$ cat src/bld_pkg.sv
// Package for the bounded list deque engine: sizes, command and status
// codes, and the control bundle that the top level hands to every cell.
// No dependencies.
`default_nettype none

package bld_pkg;

   localparam int DEPTH       = 16;
   localparam int DATA_WIDTH  = 32;
   localparam int COUNT_WIDTH = $clog2(DEPTH + 1);

   // command codes
   typedef enum logic [2:0] {
      CMD_SEARCH       = 3'd0,
      CMD_PUSH_FRONT   = 3'd1,
      CMD_PUSH_BACK    = 3'd2,
      CMD_POP_FRONT    = 3'd3,
      CMD_POP_BACK     = 3'd4,
      CMD_REMOVE_VALUE = 3'd5
   } cmd_type;

   // status codes
   typedef enum logic [1:0] {
      ST_OK       = 2'd0,
      ST_EMPTY    = 2'd1,
      ST_NOTFOUND = 2'd2,
      ST_FULL     = 2'd3
   } status_type;

   // per-transfer control broadcast to the cell chain
   typedef struct packed {
      logic                  push_front; // every cell takes its left neighbor
      logic                  push_back;  // first free cell takes the operand
      logic                  pop_front;  // every cell takes its right neighbor
      logic                  pull_match; // cells at and after first match shift left
      logic [DATA_WIDTH-1:0] operand;
   } cell_ctl_type;

endpackage

`default_nettype wire

$ cat src/bld_cell.sv
// One slot of the list: holds a word, compares it with the operand and
// passes a first-match flag to the next slot. Depends on bld_pkg.
`default_nettype none

module bld_cell (
   input  wire logic                          clock,
   input  wire bld_pkg::cell_ctl_type         ctl,
   input  wire logic [bld_pkg::DATA_WIDTH-1:0] left_data,
   input  wire logic [bld_pkg::DATA_WIDTH-1:0] right_data,
   input  wire logic                          occ,
   input  wire logic                          occ_prev,
   input  wire logic                          seen_in,
   output logic                               seen_out,
   output logic [bld_pkg::DATA_WIDTH-1:0]      data_out
);
   import bld_pkg::*;

   logic [DATA_WIDTH-1:0] data_ff;
   logic [DATA_WIDTH-1:0] data_in;
   logic                  match;

   // match only counts on a held entry
   assign match    = occ && (data_ff == ctl.operand);
   assign seen_out = seen_in | match;
   assign data_out = data_ff;

   // pick the word this slot holds next
   always_comb begin
      data_in = data_ff;
      if (ctl.push_front) begin
         data_in = left_data;
      end else if (ctl.push_back && occ_prev && !occ) begin
         data_in = ctl.operand;
      end else if (ctl.pop_front) begin
         data_in = right_data;
      end else if (ctl.pull_match && seen_out) begin
         data_in = right_data;
      end
   end

   always_ff @(posedge clock) begin
      data_ff <= data_in;
   end

endmodule

`default_nettype wire

$ cat src/bounded_list_deque_engine.sv
// Top level of the bounded list deque engine: count register, command
// decode, the chain of bld_cell slots and the result registers.
// Depends on bld_pkg and bld_cell.
//
// Usage:
//   Input channel: drive req_cmd and req_operand_value and raise start;
//   a command transfers at each rising edge with start high and busy low.
//   busy is always low, so a command may be issued in every cycle.
//   Result channel: in the cycle after each command transfer, rsp_valid is
//   high for exactly one cycle with rsp_status, rsp_found,
//   rsp_removed_value and rsp_entry_count. The receiver cannot stall;
//   it must take the result in that cycle.
//   Throughput is 1 command per cycle: every slot compares its word
//   against the operand in parallel, a one-bit first-match flag ripples
//   down the slot chain, and each slot loads from its left or right
//   neighbor in the same cycle.
//   Reset (synchronous, active high) empties the list at once; slot
//   words are not cleared, only the count, and rsp_valid drops.
`default_nettype none

module bounded_list_deque_engine (
   input  wire logic                          clock,
   input  wire logic                          reset,
   input  wire logic                          start,
   output logic                               busy,
   input  wire logic [2:0]                    req_cmd,
   input  wire logic signed [bld_pkg::DATA_WIDTH-1:0] req_operand_value,
   output logic                               rsp_valid,
   output logic [1:0]                         rsp_status,
   output logic                               rsp_found,
   output logic signed [bld_pkg::DATA_WIDTH-1:0] rsp_removed_value,
   output logic [bld_pkg::COUNT_WIDTH-1:0]    rsp_entry_count
);
   import bld_pkg::*;

   localparam logic [COUNT_WIDTH-1:0] COUNT_FULL = COUNT_WIDTH'(DEPTH);

   logic [COUNT_WIDTH-1:0] count_ff, count_in;
   logic                   valid_ff;
   status_type             status_ff, status_in;
   logic                   found_ff, found_in;
   logic [DATA_WIDTH-1:0]  removed_ff, removed_in;

   cell_ctl_type           ctl;
   logic [DEPTH-1:0]       occ;
   logic [DEPTH:0]         seen;
   logic [DATA_WIDTH-1:0]  cell_data [DEPTH];
   logic [DATA_WIDTH-1:0]  tail_data;
   logic                   full, empty, any_match;

   assign busy = 1'b0;

   // occupancy of each slot from the count
   for (genvar i = 0; i < DEPTH; i++) begin : g_occ
      assign occ[i] = count_ff > COUNT_WIDTH'(i);
   end

   // slot chain
   assign seen[0] = 1'b0;
   for (genvar i = 0; i < DEPTH; i++) begin : g_cell
      logic [DATA_WIDTH-1:0] left_d, right_d;
      logic                  occ_p;
      if (i == 0) begin : g_first
         assign left_d = ctl.operand;
         assign occ_p  = 1'b1;
      end else begin : g_mid
         assign left_d = cell_data[i-1];
         assign occ_p  = occ[i-1];
      end
      if (i == DEPTH - 1) begin : g_last
         assign right_d = cell_data[i];
      end else begin : g_inner
         assign right_d = cell_data[i+1];
      end
      bld_cell u_cell (
         .clock      (clock),
         .ctl        (ctl),
         .left_data  (left_d),
         .right_data (right_d),
         .occ        (occ[i]),
         .occ_prev   (occ_p),
         .seen_in    (seen[i]),
         .seen_out   (seen[i+1]),
         .data_out   (cell_data[i])
      );
   end

   assign full      = (count_ff == COUNT_FULL);
   assign empty     = (count_ff == '0);
   assign any_match = seen[DEPTH];

   // word in the last held slot
   always_comb begin
      tail_data = '0;
      for (int i = 0; i < DEPTH; i++) begin
         if (occ[i] && ((i == DEPTH - 1) || !occ[(i + 1) % DEPTH])) begin
            tail_data = tail_data | cell_data[i];
         end
      end
   end

   // command decode
   always_comb begin
      ctl         = '0;
      ctl.operand = req_operand_value;
      count_in    = count_ff;
      status_in   = ST_OK;
      found_in    = 1'b0;
      removed_in  = '0;
      if (start) begin
         case (req_cmd)
            CMD_SEARCH: begin
               found_in  = any_match;
               status_in = any_match ? ST_OK : ST_NOTFOUND;
            end
            CMD_PUSH_FRONT: begin
               if (full) begin
                  status_in = ST_FULL;
               end else begin
                  ctl.push_front = 1'b1;
                  count_in       = count_ff + 1'b1;
               end
            end
            CMD_PUSH_BACK: begin
               if (full) begin
                  status_in = ST_FULL;
               end else begin
                  ctl.push_back = 1'b1;
                  count_in      = count_ff + 1'b1;
               end
            end
            CMD_POP_FRONT: begin
               if (empty) begin
                  status_in = ST_EMPTY;
               end else begin
                  ctl.pop_front = 1'b1;
                  removed_in    = cell_data[0];
                  count_in      = count_ff - 1'b1;
               end
            end
            CMD_POP_BACK: begin
               if (empty) begin
                  status_in = ST_EMPTY;
               end else begin
                  removed_in = tail_data;
                  count_in   = count_ff - 1'b1;
               end
            end
            CMD_REMOVE_VALUE: begin
               if (empty) begin
                  status_in = ST_EMPTY;
               end else if (any_match) begin
                  found_in       = 1'b1;
                  ctl.pull_match = 1'b1;
                  count_in       = count_ff - 1'b1;
               end else begin
                  status_in = ST_NOTFOUND;
               end
            end
            default: begin
               // unused codes: no operation
            end
         endcase
      end
   end

   // control state
   always_ff @(posedge clock) begin
      if (reset) begin
         count_ff <= '0;
         valid_ff <= 1'b0;
      end else begin
         count_ff <= count_in;
         valid_ff <= start;
      end
   end

   // result payload
   always_ff @(posedge clock) begin
      status_ff  <= status_in;
      found_ff   <= found_in;
      removed_ff <= removed_in;
   end

   assign rsp_valid         = valid_ff;
   assign rsp_status        = status_ff;
   assign rsp_found         = found_ff;
   assign rsp_removed_value = removed_ff;
   assign rsp_entry_count   = count_ff;

   // checks
   a_count_bound: assert property (@(posedge clock) disable iff (reset)
      count_ff <= COUNT_FULL)
      else $error("entry count above depth");

   a_one_result: assert property (@(posedge clock) disable iff (reset)
      start |=> rsp_valid)
      else $error("command transfer without result");

   a_full_hold: assert property (@(posedge clock) disable iff (reset)
      (start && full && (req_cmd == CMD_PUSH_FRONT || req_cmd == CMD_PUSH_BACK))
      |=> (rsp_status == ST_FULL && rsp_entry_count == COUNT_FULL))
      else $error("insert into full list changed state");

   a_found_ok: assert property (@(posedge clock) disable iff (reset)
      (rsp_valid && rsp_found) |-> (rsp_status == ST_OK))
      else $error("found with non-ok status");

endmodule

`default_nettype wire

$ cat config.mk
export PLATFORM = sky130hd
export DESIGN_NAME = bounded_list_deque_engine
export DESIGN_NICKNAME = d
export VERILOG_FILES = /design/src/bld_pkg.sv /design/src/bld_cell.sv /design/src/bounded_list_deque_engine.sv
export SDC_FILE = /design/constraint.sdc
export NUM_CORES = 2
export LEC_CHECK = 0
export ABC_AREA = 1
export BUFFER_PORTS_ARGS = -buffer_cell sky130_fd_sc_hd__buf_4
export CORE_MARGIN = 5
export CORE_UTILIZATION = 55
export DETAILED_ROUTE_END_ITERATION = 8
export GPL_TIMING_DRIVEN = 0
export MAX_ROUTING_LAYER = met4
export PLACE_DENSITY = 0.71
export SETUP_SLACK_MARGIN = 0.15
export SLEW_MARGIN = 20
export SYNTH_ARGS = -nofsm -noshare
export SYNTH_HDL_FRONTEND = slang
export SYNTH_SLANG_ARGS = --single-unit
$ cat constraint.sdc
create_clock -name clock -period 5.3 [get_ports clock]
set_input_delay 1.06 -clock clock [delete_from_list [all_inputs] [get_ports clock]]
set_output_delay 1.06 -clock clock [all_outputs]
set_load 0.005 [all_outputs]
==> results.yml <==
global_route:
  grt-ovfl-total: 0
  grt.total_usage_pct: 50.8
  grt_max_degree: 33
  antenna_found_initial: 7
  grt_pass1_vias: 35977
  grt_pass1_wl_um: 261000
sta:
  worst_pin_slew_ns: 1.44
  fin_crit_ns: 5.40
  fin_hold_ws_ns: 0.571
  fin_skew_ns: 0.0291
  finalSetupTns_ns: -0.125
  slew_violations: 0
  hold_violations: 0
  max_slew_margin_pct: 3.66
  rsz0062_at_grt: "false"
  fmax_mhz: 185
  fin_ws_ns: -0.0973
  fin_crit_sh_pct: 102
  finalSetupViolCount: 7
worst_setup_path:
  cp_cell_sequence: "buf_6 -> nor2_4 -> inv_2 -> nor2_8 -> inv_2 -> nor2_2 -> inv_1 -> nor2_1 -> clkinvlp_4 -> o22ai_1 -> a2111oi_1 -> o2111ai_1 -> nand2_1 -> a21oi_1"
  cp.arrival_ns: 5.96
  r2r_slack_ns: -0.1
  worstPathRequired_ns: 5.86
  cp-end-kind: "flop"
  crit_slowest_cell: "clkinvlp_4"
  r2r_cells: 14
  start_kind: "flop"
  cp_max_fo: 10
  r2r-start: "rsp_entry_count[4]"
  crit_type: "reg -> reg"
  reg2reg_to: "rsp_removed_value[29]"
  critPathMostFrequentCell: "inv_2"
  cp_slowest_stage_delay_ns: 1.15
power_and_ir_drop:
  vdd_drop_max_mv: 0.406
  power_mw: 12.3
  power_density_nw_per_um2: 295
  p_leak_nw: 16.2
detailed_routing:
  drt_wl_total_um: 191000
  first_pass_iters: 8
  drc_errors: 0
  viasPerCell: 6.98
  drt-initial-drc-count: 9282
  ant_nets: 0
  wire_per_inst_um: 32.8
  vias: 40732
synth:
  synth.avg_cell_area_sq_um: 7.86
  synth_area_sq_um: 37500
  yosys-top-cells-area: "edfxtp_1 41%, nand2_1 12%, o211ai_1 8.2%, o21ai_0 7.1%, inv_1 5.1%"
  mappedNetlistNets: 4813
  yosysTopAreaCellShare_pct: 41.0
  synth_cell_type_count: 51
  syn_inst: 4769
  synth_most_common_cell: "nand2_1"
  synth-async-reset-ratio_pct: 0
  ys_top_cells_by_count: "1204 x nand2_1, 530 x o21ai_0, 512 x edfxtp_1, 507 x inv_1, 411 x o211ai_1"
  yosysSeqAreaShare_pct: 43.2
  synth_ff_type: "edfxtp_1"
  synth-edff-count: 512
  ys_seq_elements: 553
  synth_area_leader_cell: "edfxtp_1"
  yosysWarnings: 0
finish:
  drive_gt1_share_pct: 6.54
  fin_cells: 5833
  utilization_pct: 61.8
  fillers: 6108
  area_growth_pct: 11.1
  layout.nets: 4944
job:
  cap_violations: 0
min_path:
  worstHoldPathType: "reg -> reg"
  hold_end: "rsp_entry_count[0]"
  hold_start: "rsp_entry_count[0]"
  holdPathStages: 2
die:
  ios: 80
  start_util_pct: 55.6
  die_area_sq_um: 73500
  coreArea_sq_um: 67400
  die_w_um: 271
  core.rowCount: 95
  fp.dieH_um: 271
cts:
  cts_tree: "built"
  cts.clk_slew.worst_paths_ns: 0.06
  clockBufferDepth: 3
  clkSinkCount: 553
  worst_skew_pair.late_latency_ns: 0.64
  cts_root_buf: "clkbuf_16"
  htreeDepth: 3
  cts_inserted_buffers: 69
run_status:
  status: "finished with violations"
  violations: "setup timing"
placed_design:
  place.port_buffers: 44
  dp_hpwl_um: 155000
  place_inst: 5700
  place.gp.congestion: 1.10
==> report_power, final <==
part           leakage (nW)  switching [mW]  internal (mW)
combinational          10.1            1.70          0.589
clock                  1.09            2.09           2.75
sequential             5.01           0.167           4.99
total                  16.2            3.96           8.32
==> flip-flops by register name, indices dropped and copies added, names as in the netlist <==
signal / count
g_cell.u_cell.data_out: 512
rsp_removed_value: 32
rsp_status: 2
rsp_entry_count: 5
rsp_found: 1
rsp_valid: 1
==> layer usage <==
| layer | part of all wire (%) | track usage, % |
|---|---|---|
| met5 | 0 | - |
| met4 | 6.6 | 24.3 |
| met3 | 20 | 23.6 |
| met2 | 38 | 66.1 |
| met1 | 36 | 66.6 |
==> final cells by class <==
type	instances	area, sq um	share of cell area, %
Buffer	390	1610	3.85
Timing Repair Buffer	60	686	1.65
Inverter	541	2040	4.89
Sequential cell	553	16200	38.9
Antenna cell	7	17.5	0.0421
Tap cell	873	1090	2.62
Clock inverter	26	200	0.481
Multi-Input combinational cell	3285	17800	42.7
Clock buffer	98	2010	4.83
==> worst max-delay path by stage <==
stage / start / to / slack (ns)
after floorplan: req_operand_value[3] / g_cell[10].u_cell.data_out[0] / 0.50
after CTS: rsp_entry_count[1] / g_cell[12].u_cell.data_out[5] / 0.26
after global routing: rsp_entry_count[1] / g_cell[8].u_cell.data_out[8] / 0.17
after detailed placement: req_operand_value[18] / g_cell[12].u_cell.data_out[5] / -0.77
after global placement: req_operand_value[18] / g_cell[14].u_cell.data_out[5] / -2.31
final: rsp_entry_count[4] / rsp_removed_value[29] / -0.1
==> per-stage QoR <==
stage          area (sq um)  worst slack [ns]
2_1_floorplan         37500             0.496
3_3_place_gp          38900             -2.31
3_5_place_dp          39400            -0.773
4_1_cts               41600             0.259
5_1_grt               41600             0.173
6_report              41700           -0.0973
==> kinds of logic (layout without fill, tap and decap cells) <==
kind of cell               Yosys count  in the layout  synth area share [%]
buffers and inverters              931           1115                  9.68
adders and majority gates            6              6                 0.200
xor gates and xnor gates           241            241                  5.63
other                                1              8                0.0100
and+or+nand+nor                   1731           1731                  19.4
DFF                                553            553                  43.2
AOI/OAI and AO/OA                 1306           1306                  21.9
==> cell usage in the layout (no fill, tap or decap), types with 38 or more instances in the layout <==
cell type,netlist,routed
o21ai_0,530,529
nor3_1,41,41
clkbuf_1,263,274
o211ai_1,411,411
nor4_1,38,38
nor2_1,234,234
buf_4,6,52
o22ai_1,110,110
xor2_1,141,141
buf_2,73,74
a221oi_1,61,61
clkbuf_16,0,74
a21oi_1,111,110
dfxtp_1,41,41
buf_1,46,45
xnor2_1,100,100
nand4_1,133,133
edfxtp_1,512,512
nand2_1,1204,1200
inv_1,507,507
nand3_1,47,40
==> repair_timing <==
item	4_1_cts	5_1_grt
hold buffers	0	0
gates cloned	0	0
resized for setup	2	4
pin swaps	1	0
buffers inserted	2	0
endpoints found under the setup margin	319	107
==> critical path: cells and delay by family, from the launching register on <==
family,cells,cell delay (ns)
AO/OA/AOI/OAI,4,1.62
AND/OR/NAND/NOR,5,1.82
flip-flops,1,0.33
buffers and inverters,5,1.55
No activity file was read; power rests on OpenSTA's default activity.
